`config.mk`:
```
export PLATFORM = sky130hd
export DESIGN_NAME = lcd_window_frame_generator
export DESIGN_NICKNAME = d
export VERILOG_FILES = /design/src/lcdw_pkg.sv /design/src/lcdw_front.sv /design/src/lcdw_queue.sv /design/src/lcdw_back.sv /design/src/lcd_window_frame_generator.sv
export SDC_FILE = /design/constraint.sdc
export NUM_CORES = 1
export LEC_CHECK = 0
export BUFFER_PORTS_ARGS = -buffer_cell sky130_fd_sc_hd__buf_2
export CAP_MARGIN = 20
export CORE_MARGIN = 4
export CORE_UTILIZATION = 56
export DETAILED_ROUTE_END_ITERATION = 8
export GPL_ROUTABILITY_DRIVEN = 0
export PLACE_DENSITY = 0.76
export REMOVE_ABC_BUFFERS = 1
export SLEW_MARGIN = 20
export SYNTH_ARGS = -nofsm -noshare
export SYNTH_HDL_FRONTEND = slang
export SYNTH_SLANG_ARGS = --single-unit
```
`constraint.sdc`:
```
create_clock -name clk -period 5.4 [get_ports clk]
set_input_delay 0.54 -clock clk [delete_from_list [all_inputs] [get_ports clk]]
set_output_delay 0.54 -clock clk [all_outputs]
set_load 0.05 [all_outputs]
```
`src/lcdw_pkg.sv`:
```
// Shared types and constants of the LCD window frame generator.
// Used by the front, queue, back and top-level modules; depends on nothing.
package lcdw_pkg;

  // Panel size defaults
  localparam int PANEL_WIDTH_DEF  = 240;
  localparam int PANEL_HEIGHT_DEF = 320;

  // Queue between front and back
  localparam int QUEUE_DEPTH = 4;

  // Field widths
  localparam int CMD_W    = 2;
  localparam int COORD_W  = 16;
  localparam int BYTE_W   = 8;
  localparam int BUDGET_W = 17;
  localparam int STEP_W   = 4;
  localparam int CFG_IDX_W = 2;

  localparam logic [BUDGET_W-1:0] BUDGET_MAX = '1;

  // Input command codes
  localparam logic [CMD_W-1:0] CMD_INIT  = 2'd0;
  localparam logic [CMD_W-1:0] CMD_DRAW  = 2'd1;
  localparam logic [CMD_W-1:0] CMD_RECT  = 2'd2;
  localparam logic [CMD_W-1:0] CMD_PIXEL = 2'd3;

  // Configuration register indexes
  localparam logic [CFG_IDX_W-1:0] REG_PIXEL_FORMAT   = 2'd0;
  localparam logic [CFG_IDX_W-1:0] REG_ACCESS_CONTROL = 2'd1;
  localparam logic [CFG_IDX_W-1:0] REG_INVERT_ON      = 2'd2;

  // Configuration reset values
  localparam logic [BYTE_W-1:0] PIXEL_FORMAT_RESET   = 8'h55;
  localparam logic [BYTE_W-1:0] ACCESS_CONTROL_RESET = 8'h00;
  localparam logic              INVERT_ON_RESET      = 1'b1;

  // Panel command bytes
  localparam logic [BYTE_W-1:0] OP_SWRESET = 8'h01;
  localparam logic [BYTE_W-1:0] OP_SLPOUT  = 8'h11;
  localparam logic [BYTE_W-1:0] OP_NORON   = 8'h13;
  localparam logic [BYTE_W-1:0] OP_INVOFF  = 8'h20;
  localparam logic [BYTE_W-1:0] OP_INVON   = 8'h21;
  localparam logic [BYTE_W-1:0] OP_DISPON  = 8'h29;
  localparam logic [BYTE_W-1:0] OP_CASET   = 8'h2A;
  localparam logic [BYTE_W-1:0] OP_RASET   = 8'h2B;
  localparam logic [BYTE_W-1:0] OP_RAMWR   = 8'h2C;
  localparam logic [BYTE_W-1:0] OP_MADCTL  = 8'h36;
  localparam logic [BYTE_W-1:0] OP_COLMOD  = 8'h3A;

  // Kind of frame burst the back end plays out
  typedef enum logic [1:0] {
    JOB_INIT,
    JOB_WIN,
    JOB_PIX
  } job_kind_t;

  // One queued burst description
  typedef struct packed {
    job_kind_t            kind;
    logic                 with_color;
    logic [COORD_W-1:0]   x0;
    logic [COORD_W-1:0]   x1;
    logic [COORD_W-1:0]   y0;
    logic [COORD_W-1:0]   y1;
    logic [COORD_W-1:0]   color;
    logic [BUDGET_W-1:0]  pixels_left;
  } job_entry_t;

  // Register values the back end needs for init
  typedef struct packed {
    logic [BYTE_W-1:0] pixel_format;
    logic [BYTE_W-1:0] access_control;
    logic              invert_on;
  } cfg_t;

endpackage

```
`src/lcdw_front.sv`:
```
// Front end: accepts request words, drops off-panel and unbudgeted items,
// clips windows and keeps the pixel budget. Depends on lcdw_pkg.
module lcdw_front #(
  parameter int PANEL_WIDTH  = lcdw_pkg::PANEL_WIDTH_DEF,
  parameter int PANEL_HEIGHT = lcdw_pkg::PANEL_HEIGHT_DEF
) (
  input  logic                          clk,
  input  logic                          rst,
  input  logic                          item_valid,
  output logic                          item_stall,
  input  logic [lcdw_pkg::CMD_W-1:0]    cmd,
  input  logic [lcdw_pkg::COORD_W-1:0]  x_start,
  input  logic [lcdw_pkg::COORD_W-1:0]  y_start,
  input  logic [lcdw_pkg::COORD_W-1:0]  rect_width,
  input  logic [lcdw_pkg::COORD_W-1:0]  rect_height,
  input  logic [lcdw_pkg::COORD_W-1:0]  color,
  output logic                          push,
  output lcdw_pkg::job_entry_t          push_entry,
  input  logic                          queue_full
);
  import lcdw_pkg::*;

  localparam int WW = $clog2(PANEL_WIDTH + 1);
  localparam int HH = $clog2(PANEL_HEIGHT + 1);
  localparam int PW = (WW + HH > BUDGET_W) ? WW + HH : BUDGET_W;

  logic                 s1_valid;
  logic [CMD_W-1:0]     s1_cmd;
  logic                 s1_off;
  logic [COORD_W-1:0]   s1_x;
  logic [COORD_W-1:0]   s1_y;
  logic [WW-1:0]        s1_w;
  logic [HH-1:0]        s1_h;
  logic [COORD_W-1:0]   s1_color;
  logic [BUDGET_W-1:0]  budget;
  logic [BUDGET_W-1:0]  budget_next;

  logic                 accept;
  logic                 advance;
  logic                 drop;
  logic                 off_panel;
  logic                 x_over;
  logic                 y_over;
  logic [WW-1:0]        w_clip;
  logic [HH-1:0]        h_clip;
  logic [PW-1:0]        prod;
  logic [BUDGET_W-1:0]  prod_sat;

  // Classify and clip on the incoming word
  always_comb begin
    off_panel = (x_start >= COORD_W'(PANEL_WIDTH)) || (y_start >= COORD_W'(PANEL_HEIGHT));
    x_over = ({1'b0, x_start} + {1'b0, rect_width}) > (COORD_W + 1)'(PANEL_WIDTH);
    y_over = ({1'b0, y_start} + {1'b0, rect_height}) > (COORD_W + 1)'(PANEL_HEIGHT);
    w_clip = x_over ? WW'(COORD_W'(PANEL_WIDTH) - x_start) : WW'(rect_width);
    h_clip = y_over ? HH'(COORD_W'(PANEL_HEIGHT) - y_start) : HH'(rect_height);
    if (cmd == CMD_DRAW) begin
      w_clip = WW'(1);
      h_clip = HH'(1);
    end
  end

  // Size the window, settle drops and the new budget
  always_comb begin
    prod     = PW'(s1_w) * PW'(s1_h);
    prod_sat = (prod > PW'(BUDGET_MAX)) ? BUDGET_MAX : BUDGET_W'(prod);
    drop     = 1'b0;
    budget_next = budget;
    push_entry.kind       = JOB_WIN;
    push_entry.with_color = 1'b0;
    case (s1_cmd)
      CMD_INIT: begin
        push_entry.kind = JOB_INIT;
        budget_next     = '0;
      end
      CMD_DRAW: begin
        drop                  = s1_off;
        push_entry.with_color = 1'b1;
        budget_next           = '0;
      end
      CMD_RECT: begin
        drop        = s1_off;
        budget_next = prod_sat;
      end
      CMD_PIXEL: begin
        push_entry.kind = JOB_PIX;
        drop            = (budget == '0);
        budget_next     = budget - BUDGET_W'(1);
      end
      default: begin
        drop = 1'b1;
      end
    endcase
    push_entry.x0          = s1_x;
    push_entry.y0          = s1_y;
    push_entry.x1          = COORD_W'(s1_x + COORD_W'(s1_w) - COORD_W'(1));
    push_entry.y1          = COORD_W'(s1_y + COORD_W'(s1_h) - COORD_W'(1));
    push_entry.color       = s1_color;
    push_entry.pixels_left = budget_next;
  end

  // Handshake between the input stage and the queue
  assign advance    = s1_valid && (drop || !queue_full);
  assign push       = s1_valid && !drop && !queue_full;
  assign item_stall = s1_valid && !advance;
  assign accept     = item_valid && !item_stall;

  // Hold stage valid and the budget
  always_ff @(posedge clk) begin
    if (rst) begin
      s1_valid <= 1'b0;
      budget   <= '0;
    end else begin
      if (accept) begin
        s1_valid <= 1'b1;
      end else if (advance) begin
        s1_valid <= 1'b0;
      end
      if (advance && !drop) begin
        budget <= budget_next;
      end
    end
  end

  // Capture the stage payload
  always_ff @(posedge clk) begin
    if (accept) begin
      s1_cmd   <= cmd;
      s1_off   <= off_panel;
      s1_x     <= x_start;
      s1_y     <= y_start;
      s1_w     <= w_clip;
      s1_h     <= h_clip;
      s1_color <= color;
    end
  end

  a_pix_decrements: assert property (@(posedge clk) disable iff (rst)
    push && s1_cmd == CMD_PIXEL |=> budget == $past(budget) - BUDGET_W'(1))
    else $error("pixel word did not decrement the budget");

  a_pix_needs_budget: assert property (@(posedge clk) disable iff (rst)
    push && s1_cmd == CMD_PIXEL |-> budget != '0)
    else $error("pixel word queued with an empty budget");

  a_off_panel_no_push: assert property (@(posedge clk) disable iff (rst)
    s1_valid && s1_off && (s1_cmd == CMD_DRAW || s1_cmd == CMD_RECT) |-> !push)
    else $error("off-panel window reached the queue");

endmodule

```
`src/lcdw_queue.sv`:
```
// Short register queue of burst descriptions between front and back.
// Depends on lcdw_pkg for the entry type.
module lcdw_queue #(
  parameter int DEPTH = lcdw_pkg::QUEUE_DEPTH
) (
  input  logic                  clk,
  input  logic                  rst,
  input  logic                  push,
  input  lcdw_pkg::job_entry_t  push_entry,
  output logic                  full,
  input  logic                  pop,
  output lcdw_pkg::job_entry_t  pop_entry,
  output logic                  nonempty
);
  import lcdw_pkg::*;

  localparam int PTR_W = (DEPTH > 1) ? $clog2(DEPTH) : 1;
  localparam int CNT_W = $clog2(DEPTH + 1);

  job_entry_t        slots [DEPTH];
  logic [PTR_W-1:0]  wr_ptr;
  logic [PTR_W-1:0]  rd_ptr;
  logic [CNT_W-1:0]  count;

  assign full      = (count == CNT_W'(DEPTH));
  assign nonempty  = (count != '0);
  assign pop_entry = slots[rd_ptr];

  // Advance pointers and count
  always_ff @(posedge clk) begin
    if (rst) begin
      wr_ptr <= '0;
      rd_ptr <= '0;
      count  <= '0;
    end else begin
      if (push) begin
        wr_ptr <= (wr_ptr == PTR_W'(DEPTH - 1)) ? '0 : wr_ptr + PTR_W'(1);
      end
      if (pop) begin
        rd_ptr <= (rd_ptr == PTR_W'(DEPTH - 1)) ? '0 : rd_ptr + PTR_W'(1);
      end
      if (push && !pop) begin
        count <= count + CNT_W'(1);
      end else if (pop && !push) begin
        count <= count - CNT_W'(1);
      end
    end
  end

  // Store pushed entries
  always_ff @(posedge clk) begin
    if (push) begin
      slots[wr_ptr] <= push_entry;
    end
  end

  a_no_overflow: assert property (@(posedge clk) disable iff (rst)
    push |-> !full || pop)
    else $error("push into a full queue");

  a_no_underflow: assert property (@(posedge clk) disable iff (rst)
    pop |-> nonempty)
    else $error("pop from an empty queue");

  a_count_up: assert property (@(posedge clk) disable iff (rst)
    push && !pop |=> count == $past(count) + CNT_W'(1))
    else $error("queue count did not follow a push");

endmodule

```
`src/lcdw_back.sv`:
```
// Back end: plays out one queued burst as panel frames, one frame a cycle
// unless frame_stall holds it, through a registered output. Depends on lcdw_pkg.
module lcdw_back (
  input  logic                          clk,
  input  logic                          rst,
  input  lcdw_pkg::cfg_t                cfg,
  input  logic                          job_ready,
  input  lcdw_pkg::job_entry_t          job_entry,
  output logic                          pop,
  output logic                          frame_valid,
  input  logic                          frame_stall,
  output logic                          frame_is_data,
  output logic [lcdw_pkg::BYTE_W-1:0]   frame_byte,
  output logic                          last,
  output logic [lcdw_pkg::BUDGET_W-1:0] pixels_left
);
  import lcdw_pkg::*;

  localparam logic [STEP_W-1:0] INIT_LAST = 4'd8;
  localparam logic [STEP_W-1:0] WIN_LAST  = 4'd10;
  localparam logic [STEP_W-1:0] DRAW_LAST = 4'd12;
  localparam logic [STEP_W-1:0] PIX_LAST  = 4'd1;

  job_entry_t         job;
  logic               job_valid;
  logic [STEP_W-1:0]  step;
  logic               load;
  logic               job_last;
  logic               f_is_data;
  logic [BYTE_W-1:0]  f_byte;

  // Pick the frame for the current step
  always_comb begin
    f_is_data = 1'b1;
    f_byte    = '0;
    job_last  = 1'b0;
    case (job.kind)
      JOB_INIT: begin
        job_last  = (step == INIT_LAST);
        f_is_data = 1'b0;
        case (step)
          4'd0: f_byte = OP_SWRESET;
          4'd1: f_byte = OP_SLPOUT;
          4'd2: f_byte = OP_COLMOD;
          4'd3: begin
            f_is_data = 1'b1;
            f_byte    = cfg.pixel_format;
          end
          4'd4: f_byte = OP_MADCTL;
          4'd5: begin
            f_is_data = 1'b1;
            f_byte    = cfg.access_control;
          end
          4'd6: f_byte = cfg.invert_on ? OP_INVON : OP_INVOFF;
          4'd7: f_byte = OP_NORON;
          default: f_byte = OP_DISPON;
        endcase
      end
      JOB_WIN: begin
        job_last = job.with_color ? (step == DRAW_LAST) : (step == WIN_LAST);
        case (step)
          4'd0: begin
            f_is_data = 1'b0;
            f_byte    = OP_CASET;
          end
          4'd1: f_byte = job.x0[15:8];
          4'd2: f_byte = job.x0[7:0];
          4'd3: f_byte = job.x1[15:8];
          4'd4: f_byte = job.x1[7:0];
          4'd5: begin
            f_is_data = 1'b0;
            f_byte    = OP_RASET;
          end
          4'd6: f_byte = job.y0[15:8];
          4'd7: f_byte = job.y0[7:0];
          4'd8: f_byte = job.y1[15:8];
          4'd9: f_byte = job.y1[7:0];
          4'd10: begin
            f_is_data = 1'b0;
            f_byte    = OP_RAMWR;
          end
          4'd11: f_byte = job.color[15:8];
          default: f_byte = job.color[7:0];
        endcase
      end
      JOB_PIX: begin
        job_last = (step == PIX_LAST);
        f_byte   = (step == '0) ? job.color[15:8] : job.color[7:0];
      end
      default: begin
        job_last = 1'b1;
      end
    endcase
  end

  // Load a frame when the output register frees; refill the job on its last frame
  assign load = job_valid && (!frame_valid || !frame_stall);
  assign pop  = job_ready && (!job_valid || (load && job_last));

  // Hold job control and output valid
  always_ff @(posedge clk) begin
    if (rst) begin
      job_valid   <= 1'b0;
      step        <= '0;
      frame_valid <= 1'b0;
    end else begin
      if (pop) begin
        job_valid <= 1'b1;
        step      <= '0;
      end else if (load) begin
        if (job_last) begin
          job_valid <= 1'b0;
        end else begin
          step <= step + STEP_W'(1);
        end
      end
      if (load) begin
        frame_valid <= 1'b1;
      end else if (!frame_stall) begin
        frame_valid <= 1'b0;
      end
    end
  end

  // Capture job and frame payload
  always_ff @(posedge clk) begin
    if (pop) begin
      job <= job_entry;
    end
    if (load) begin
      frame_is_data <= f_is_data;
      frame_byte    <= f_byte;
      last          <= job_last;
      pixels_left   <= job.pixels_left;
    end
  end

  a_step_advance: assert property (@(posedge clk) disable iff (rst)
    load && !job_last && !pop |=> job_valid && step == $past(step) + STEP_W'(1))
    else $error("burst step did not advance");

  a_pop_restarts: assert property (@(posedge clk) disable iff (rst)
    pop |=> job_valid && step == '0)
    else $error("new burst did not start at its first frame");

  a_step_bound: assert property (@(posedge clk) disable iff (rst)
    job_valid |-> step <= DRAW_LAST)
    else $error("burst step ran past the longest burst");

endmodule

```
`src/lcd_window_frame_generator.sv`:
```
// Top level of the LCD window frame generator: configuration registers and
// the front / queue / back chain. Depends on lcdw_pkg and the lcdw_* modules.
//
//   channel   signals                                        moves
//   item      item_valid / item_stall, cmd .. color          one request word
//   frame     frame_valid / frame_stall, frame_is_data ..    one 9-bit panel frame
//   config    cfg_we, cfg_index, cfg_data                    one register write
//
// The back end sends one frame per cycle from its output register unless
// frame_stall holds it: a pixel word sends 2 frames, a draw-pixel word 13,
// a rectangle 11 and init 9. A dropped word passes the front stage and sends nothing.
// A four-entry queue between front and back lets words enter while frames
// are stalled; the front stalls only when the queue is full.
// Reset is synchronous: it empties the stages and queue, zeroes the pixel
// budget and returns the registers to their reset values.
module lcd_window_frame_generator #(
  parameter int PANEL_WIDTH  = lcdw_pkg::PANEL_WIDTH_DEF,
  parameter int PANEL_HEIGHT = lcdw_pkg::PANEL_HEIGHT_DEF
) (
  input  logic                           clk,
  input  logic                           rst,
  input  logic                           cfg_we,
  input  logic [lcdw_pkg::CFG_IDX_W-1:0] cfg_index,
  input  logic [lcdw_pkg::BYTE_W-1:0]    cfg_data,
  input  logic                           item_valid,
  output logic                           item_stall,
  input  logic [lcdw_pkg::CMD_W-1:0]     cmd,
  input  logic [lcdw_pkg::COORD_W-1:0]   x_start,
  input  logic [lcdw_pkg::COORD_W-1:0]   y_start,
  input  logic [lcdw_pkg::COORD_W-1:0]   rect_width,
  input  logic [lcdw_pkg::COORD_W-1:0]   rect_height,
  input  logic [lcdw_pkg::COORD_W-1:0]   color,
  output logic                           frame_valid,
  input  logic                           frame_stall,
  output logic                           frame_is_data,
  output logic [lcdw_pkg::BYTE_W-1:0]    frame_byte,
  output logic                           last,
  output logic [lcdw_pkg::BUDGET_W-1:0]  pixels_left
);
  import lcdw_pkg::*;

  cfg_t        cfg;
  logic        push;
  logic        pop;
  logic        queue_full;
  logic        queue_nonempty;
  job_entry_t  push_entry;
  job_entry_t  pop_entry;

  // Write configuration registers; ignore unused indexes
  always_ff @(posedge clk) begin
    if (rst) begin
      cfg.pixel_format   <= PIXEL_FORMAT_RESET;
      cfg.access_control <= ACCESS_CONTROL_RESET;
      cfg.invert_on      <= INVERT_ON_RESET;
    end else if (cfg_we) begin
      case (cfg_index)
        REG_PIXEL_FORMAT:   cfg.pixel_format   <= cfg_data;
        REG_ACCESS_CONTROL: cfg.access_control <= cfg_data;
        REG_INVERT_ON:      cfg.invert_on      <= cfg_data[0];
        default: ;
      endcase
    end
  end

  lcdw_front #(
    .PANEL_WIDTH  (PANEL_WIDTH),
    .PANEL_HEIGHT (PANEL_HEIGHT)
  ) u_front (
    .clk         (clk),
    .rst         (rst),
    .item_valid  (item_valid),
    .item_stall  (item_stall),
    .cmd         (cmd),
    .x_start     (x_start),
    .y_start     (y_start),
    .rect_width  (rect_width),
    .rect_height (rect_height),
    .color       (color),
    .push        (push),
    .push_entry  (push_entry),
    .queue_full  (queue_full)
  );

  lcdw_queue #(
    .DEPTH (QUEUE_DEPTH)
  ) u_queue (
    .clk        (clk),
    .rst        (rst),
    .push       (push),
    .push_entry (push_entry),
    .full       (queue_full),
    .pop        (pop),
    .pop_entry  (pop_entry),
    .nonempty   (queue_nonempty)
  );

  lcdw_back u_back (
    .clk           (clk),
    .rst           (rst),
    .cfg           (cfg),
    .job_ready     (queue_nonempty),
    .job_entry     (pop_entry),
    .pop           (pop),
    .frame_valid   (frame_valid),
    .frame_stall   (frame_stall),
    .frame_is_data (frame_is_data),
    .frame_byte    (frame_byte),
    .last          (last),
    .pixels_left   (pixels_left)
  );

endmodule

```
==> metrics.md, run 1 <==
| Metric | Value |
|---|---|
| Pwr Density | between 400 and 500 nW/um2 |
| Sum of negative setup slack | 0 ns |
| WL final | between 60000 and 70000 um |
| Sequential Power Share | approximately 45% |
| Post-Syn Area | approximately 30000 um2 |
| GRT Residual Overflow | 0 |
| Synth Area in Compound Gates | about 7.1% |
| Vias per inst | ~6 |
| R2R cell count | 18 |
| Post-synth top cells | edfxtp_1 (595), inv_1 (174), nor2_1 (149) |
| Initial Utilization | 56.7% |
| Fin nets | between 2k and 2.5k |
| Number of global-route vias before repair | around 18k |
| Post-Layout Cell Count | a little under 3k |
| Cell type with the largest total area after synthesis | edfxtp_1 |
| CP top delay family | adder cells |
| Hold buffer count at cts | 0 |
| Pin count of the biggest net entering global routing | 76 |
| Number of enable flip-flop cells after synthesis | 595 |
| XOR/XNOR Fraction of Synth Area | between 2 and 2.5% |
| Worst slew pin tran | approximately 1.1 ns |
| Crit-path slowest cell | fa_1 |
| Placed Cells | between 2k and 3k |
| Post-synth top area share | between 50% and 60% |
| Port bufs | around 130 |
| Fillers | about 3.6k |
| Clock latency on the worst-skew pair | 0.65 ns |
| Clk root buf | clkbuf_16 |
| Total core area | approximately 53000 um2 |
| Hold Path Sink | u_front.s1_color[4] |
| Worst EP required | 5.86 ns |
| Worst reg-to-reg setup slack | roughly 0.33 ns |
| Total GRT Usage | between 20 and 25% |
| Critical path type | register to register |
| Asr flop ratio synth | 0% |
| DR WL/cell | roughly 22 um |
| RSZ-0062 raised after global routing | false |
| Peak VDD IR | between 0.0003 and 0.0004 V |
| Area contributors post-synth | edfxtp_1 (60%), mux4_2 (7.5%), ha_1 (5.5%) |
| Combinational share of power | around 28% |
| Post-synthesis mux area share | a little under a tenth |
| Clock buffer depth | 3 |
| CTS tree | built |
| Seq/Total Area, Yosys | 63.1% |
| CP Cell Sequence | inv_1 > nor2_1 > fa_1 > fa_1 > ha_1 > inv_1 > fa_1 > inv_1 > ha_1 > a21o_1 > a21o_1 > a2111oi_2 > o31ai_1 > o41ai_2 > xnor2_1 > a22o_1 > mux2i_1 > nor2_1 |
| Final Setup Violations | 0 |
| WP buf/inv | 3 |
| CP endpoint kind | register |
| Layout cells sized above 1 | about 18% |
| Slew Limit Fails | 0 |
| H-tree depth | 2 |
| Area delta synth->final | 12.1% |
| Min Tclk post-route | ~5 ns |
| Top_reg_cell synth | edfxtp_1 |
| Rel. slew slack | 29.7% |
| Worst Setup Start Kind | register |
| Fmax | 197 MHz |
| Die Width | around 240 um |
| Gate Count Post-Synth | about 2k |
| Hold Crit Class | input port to register |
| Lkg Pwr | approximately 12 nW |
| Final hold slack | 0.0673 ns |
| Max incr delay on CP | roughly 0.53 ns |
| Most frequent cell after synthesis | edfxtp_1 |
| Register bit count reported by yosys | 643 |
| Status | finished, final reports clean |
| Simple-Gate Fraction of Synth Area | under 10% |
| First-pass GRT wire length | about 100000 um |
| Final Hold Viols | 0 |
| Switching Fraction | around 31% |
| Period utilization | around 94% |
| Clock Sinks | 643 |
| Initial antenna violation count | 1 |
| Main combinational cell family by area after synthesis | multiplexers |
| Placed wire-length estimate | roughly 43000 um |
| WP data arrival | 5.53 ns |
| # IOs | 126 |
| Clk network pwr share | roughly 28% |
| Clock Pin Slew Worst Setup and Hold Paths | 0.06 ns |
| Starting DRT DRC Count | 1622 |
| Post-synth cell types | a little over 80 |
| Hold Path Stages | 1 |
| Post-CTS Resized | 0 |
| HP Start | color[4] |
| Initial DRT Pass Iterations | 5 |
| CTS Buf Count | 60 |
| DRC Markers | 0 |
| Final Power | between 0.015 and 0.02 W |
| Peak fanout along the critical path | 7 |
| Setup Fix Bufs, Post-CTS | 0 |
| Synthesis warning total | 0 |
| RR Endpoint | u_front.budget[15] |
| Vias | ~17k |
| RR Startpoint | u_front.s1_h[0] |
| Sw power | just under 0.005 W |
| N_diodes | 0 |
| Antenna-violating nets left | 0 |
| Synthesized-area fraction occupied by adder cells | around 8.6% |
| Die area | ~57000 um2 |
| Max Cap Viol | 0 |
| Int Pwr | about 0.011 W |
| Row Count | 84 |
| Syn avg cell area | roughly 15 um2 |
| Die height | 239 um |
| Fin Clk Skew | between 0.04 and 0.05 ns |
## logic make-up (layout without fill, tap and decap cells)
kind of cell | Yosys count | count (layout)
buffers and inverters | 252 | 446
AOI/OAI and AO/OA | 316 | 316
adders and majority gates | 178 | 178
muxes | 149 | 149
and+or+nand+nor | 396 | 396
xor gates and xnor gates | 77 | 77
DFF | 643 | 643
## registers in the layout, summed over array words and instances, names as in the netlist, 3 cells and up
| name | cells |
|---|---|
| u_back.pixels_left | 17 |
| u_queue.count | 3 |
| u_queue.slots | 400 |
| u_front.s1_y | 16 |
| u_front.s1_color | 16 |
| u_back.step | 4 |
| u_back.frame_byte | 8 |
| u_front.s1_w | 8 |
| cfg | 17 |
| u_front.s1_h | 9 |
| u_front.budget | 17 |
| u_back.job | 100 |
| u_front.s1_x | 16 |
## per-layer routing
layer | track usage [%] | vias up | routed length [um]
met5 | 0 | - | 13
met4 | 6.70 | 2 | 1600
met3 | 3.82 | 106 | 4640
met2 | 38.0 | 690 | 31600
met1 | 32.0 | 8784 | 26900
li1 | - | 7873 | -
## final cells by class
| class | count | area, um2 | area share, % |
|---|---|---|---|
| tap | 688 | 861 | 2.57 |
| clock buffer | 76 | 1610 | 4.82 |
| sequential | 643 | 18800 | 56.3 |
| multi-input combinational | 1116 | 10100 | 30.1 |
| timing repair buffer | 146 | 871 | 2.60 |
| clock inverter | 38 | 489 | 1.46 |
| inverter | 186 | 727 | 2.17 |
## worst max-delay path by stage
stage,start,to,cells past startpoint
2_1_floorplan,u_front.budget[2],u_front.s1_cmd[0],7
3_3_place_gp,u_front.s1_w[6],u_queue.slots[0][16],18
3_5_place_dp,u_front.s1_w[3],u_queue.slots[2][16],17
4_1_cts,u_front.s1_w[3],u_front.budget[15],20
5_1_grt,u_front.s1_w[3],u_front.budget[15],20
6_report,u_front.s1_h[0],u_front.budget[15],18
## metrics by stage
stage | worst slack (ns) | utilization [%] | cell area (um2)
after CTS | 0.207 | 63.5 | 33400
after floorplan | 0.0227 | - | 29500
after global placement | 0.425 | 59.5 | 31300
after global routing | 0.0367 | 63.5 | 33500
final | 0.331 | 63.5 | 33500
after detailed placement | 0.244 | 59.5 | 31300
## power by group through the flow
stage | combinational, W | sequential (W) | clock [W]
finish | 0.00440 | 0.00712 | 0.00440
CTS | 0.00440 | 0.00713 | 0.00447
floorplan | 0.00293 | 0.00747 | 0
global placement | 0.00423 | 0.00718 | 0
global route | 0.00482 | 0.00719 | 0.00469
detailed placement | 0.00436 | 0.00722 | 0
## layout by cell type, fill, tap and decap left out, types with 7 or more instances in the layout
master and n:
buf_4 14, nor2_1 149, a21o_1 14, clkinv_1 12, clkbuf_1 12, clkbuf_16 61, a222oi_1 7, fa_1 47
o21a_1 9, nand4_1 9, xor2_1 25, a221oi_1 10, clkinvlp_4 14, ha_1 131, or3_1 11, dfxtp_1 46
a22o_1 9, nand2_1 84, edfxtp_1 595, clkinv_2 9, a22oi_1 7, a211o_1 7, nand3_1 33, a21oi_1 76
nor3_1 22, mux4_2 100, buf_2 125, nor2b_1 17, mux2i_1 45, o21ai_0 74, inv_1 173, o31ai_1 11
nor4_1 9, a211oi_1 14, buf_12 7, nand2b_1 15, xnor2_1 52, bufinv_16 9, a31oi_1 12
(Power assumes the default switching activity.)
==> run 2, diff against run 1 <==
--- a/config.mk
+++ b/config.mk
@@ -5,6 +5,7 @@
 export SDC_FILE = /design/constraint.sdc
 export NUM_CORES = 1
 export LEC_CHECK = 0
+export ABC_AREA = 1
 export BUFFER_PORTS_ARGS = -buffer_cell sky130_fd_sc_hd__buf_2
 export CAP_MARGIN = 20
 export CORE_MARGIN = 4
==> constraint.sdc (replaced) <==
create_clock -name clk -period 5.4 [get_ports clk]
set_input_delay 0.54 -clock clk [delete_from_list [all_inputs] [get_ports clk]]
set_output_delay 0.54 -clock clk [all_outputs]
set_load 0.1 [all_outputs]
==> run 2 against run 1 <==
Non-clock buffer count is 5 lower. Combinational power is 8.9% higher. Critical path depth stayed put. Clock power is 1% higher. Via count is 25% higher. Clock skew is 0.0065 ns lower.
==> metrics.md, run 2 <==
| Metric | Value |
|---|---|
| Final Setup Violations | 0 |
| Asr flop ratio synth | 0% |
| Number of global-route vias before repair | approximately 21k |
| Most common cell after layout, fill and taps aside | edfxtp_1 |
| Slew Limit Fails | 0 |
| N_diodes | 0 |
| Placed Cells | 3623 |
| Initial antenna violation count | 0 |
| Final Core Density | 63.3% |
| Fin Clk Skew | ~0.04 ns |
| Cell type with the largest total area after synthesis | edfxtp_1 |
| Pwr Density | around 480 nW/um2 |
| Critical path type | register to register |
| HP Start | color[13] |
| Register bit count reported by yosys | 643 |
| RR Endpoint | u_front.budget[11] |
| Synthesis warning total | 0 |
| Initial Utilization | 57.0% |
| Setup Fix Bufs, Post-CTS | 0 |
| Antenna-violating nets left | 0 |
| Worst EP required | between 5 and 6 ns |
| Clock buffer depth | 3 |
| Initial DRT Pass Iterations | 6 |
| CP endpoint kind | register |
| DR WL/cell | slightly below 20 um |
| WL final | 73200 um |
| Die height | 243 um |
| Max Cap Viol | 0 |
| Clock Sinks | 643 |
| Vias per inst | between 5 and 6 |
| Final hold slack | about 0.071 ns |
| Vias | 21.8k |
| Post-synth top area share | 57.8% |
| # IOs | between 100 and 150 |
| Post-synth cell types | 60 |
| Total GRT Usage | 24.3% |
| Post-Layout Cell Count | ~3.7k |
| Die area | slightly below 60000 um2 |
| CTS tree | built |
| Sequential cell area | around 19000 um2 |
| Area contributors post-synth | edfxtp_1 (58%), ha_1 (5.3%), nand2_1 (5.2%) |
| RSZ-0062 raised after global routing | false |
| Post-Syn Area | around 31000 um2 |
| Clock latency on the worst-skew pair | 0.64 ns |
| Top_reg_cell synth | edfxtp_1 |
| GRT Residual Overflow | 0 |
| First-pass GRT wire length | between 100000 and 150000 um |
| RR Startpoint | u_front.s1_w[3] |
| Number of enable flip-flop cells after synthesis | 595 |
| Die Width | 243 um |
| Biggest regs | u_queue.slots (400), u_back.job (100) |
| Status | finished, final reports clean |
| Multi-input logic area | just over 10000 um2 |
| Lkg Pwr | about 14 nW |
| Layout cells sized above 1 | under 10% |
| Max incr delay on CP | approximately 0.56 ns |
| R2R cell count | 18 |
| Area delta synth->final | 11.1% |
| Total core area | ~54000 um2 |
| Placed wire-length estimate | roughly 48000 um |
| Largest register FFs | 400 |
| Starting DRT DRC Count | approximately 2.3k |
| CTS Buf Count | 60 |
| Crit-path slowest cell | edfxtp_1 |
| Hold Crit Class | input port to register |
| Rel. slew slack | 24.9% |
| Hold buffer count at cts | 0 |
| Most frequent cell after synthesis | edfxtp_1 |
| Worst Setup Start Kind | register |
| Final Hold Viols | 0 |
| Fin nets | between 3k and 4k |
| Clock Pin Slew Worst Setup and Hold Paths | approximately 0.070 ns |
| Peak fanout along the critical path | 10 |
| Peak VDD IR | approximately 0.00035 V |
| Clk root buf | clkbuf_16 |
| Row Count | 85 |
| Worst slew pin tran | roughly 1.1 ns |
| Worst reg-to-reg setup slack | between 0.5 and 0.6 ns |
| CP Cell Sequence | nand2_1 > inv_1 > fa_1 > fa_1 > inv_1 > fa_1 > fa_1 > inv_1 > ha_1 > a21oi_1 > nand2_1 > a21boi_0 > o21ai_0 > a21oi_1 > o21ai_0 > o21ai_0 > nand2_1 > a21oi_1 |
| Seq/Total Area, Yosys | about three fifths |
| Hold Path Sink | u_front.s1_color[13] |
| DRC Markers | 0 |
| Fillers | between 4k and 5k |
| Final Power | around 0.016 W |
| WP data arrival | 5.40 ns |
| Post-synth top cells | edfxtp_1 (595), nand2_1 (429), nor2_1 (366) |
| H-tree depth | 2 |
| Hold Path Stages | 1 |
| Most frequent cells in the layout | edfxtp_1 (595), nand2_1 (429), nor2_1 (362) |
| Port bufs | 125 |
| Fmax | 207 MHz |
| Pin count of the biggest net entering global routing | between 200 and 250 |
| Gate Count Post-Synth | approximately 2.9k |
| Largest Register | u_queue.slots |
| Cell mode on critical path | fa_1 |
| Period utilization | 89.6% |
| Syn avg cell area | ~11 um2 |
| Min Tclk post-route | ~4.8 ns |
| Post-CTS Resized | 0 |
## run 2: changes by cell type after synthesis, moves of 32 or more
cell	delta
nand2_1	+345
nor2_1	+217
o21ai_0	+214
inv_1	+191
mux4_2	-100
o22ai_1	+100
nand3_1	+70
clkbuf_1	+49
mux2i_1	-45
xnor2_1	-34
a21oi_1	+32
## run 2: where the power goes
part	internal, W	switching (W)	total (W)
clock	0.00264	0.00182	0.00446
sequential	0.00668	0.000415	0.00710
combinational	0.00124	0.00355	0.00479
## run 2: critical path: cells and delay by family, from the launching register on
family,cells,cell delay (ns)
buffers and inverters,3,0.17
flip-flops,1,0.56
AO/OA/AOI/OAI,7,1.38
AND/OR/NAND/NOR,3,0.35
adder cells (fa/ha/maj),5,2.33
## run 2: per-layer routing
metal | vias to the layer above | GRT usage, % | part of all wire [%]
met5 | - | 0 | 0
met2 | 1076 | 39.3 | 47
met4 | 0 | 8.56 | 3.2
met3 | 165 | 3.41 | 8.7
li1 | 10200 | - | -
met1 | 10400 | 34.1 | 42
## run 2: cell type report
cell class	instances	share of cell area, %
multi-input combinational	1770	30.0
sequential	643	54.8
clock buffer	82	5.06
inverter	374	4.10
clock inverter	31	1.16
timing repair buffer	141	2.35
tap	696	2.54
## run 2: kinds of logic (layout without fill, tap and decap cells)
| logic type | after synthesis | count (layout) | synth area share, % |
|---|---|---|---|
| AO/OA/AOI/OAI | 563 | 563 | 10.2 |
| flip-flops | 643 | 643 | 60.9 |
| XOR/XNOR | 48 | 48 | 1.36 |
| AND/OR/NAND/NOR | 981 | 981 | 13.3 |
| adder cells (fa/ha/maj) | 178 | 178 | 8.35 |
| buffers and inverters | 476 | 628 | 5.91 |
## run 2: how the worst max path moves through the flow
| stage | from | endpoint | slack (ns) |
|---|---|---|---|
| 4_1_cts | u_front.s1_w[3] | u_queue.slots[0][11] | 0.64 |
| 3_3_place_gp | u_front.s1_w[4] | u_front.budget[11] | 0.84 |
| 6_report | u_front.s1_w[3] | u_front.budget[11] | 0.56 |
| 5_1_grt | u_front.s1_w[4] | u_front.budget[11] | 0.25 |
| 2_1_floorplan | u_queue.rd_ptr[0] | u_back.job[0] | -2.21 |
| 3_5_place_dp | u_front.s1_w[4] | u_front.budget[11] | 0.65 |
## run 2: stage by stage
stage               instance area [um2]  worst slack (ns)  TNS (ns)
global placement                  32200             0.844         0
CTS                               34300             0.641         0
detailed placement                32200             0.651         0
finish                            34400             0.561         0
global route                      34400             0.248         0
floorplan                         30500             -2.21   -548.09
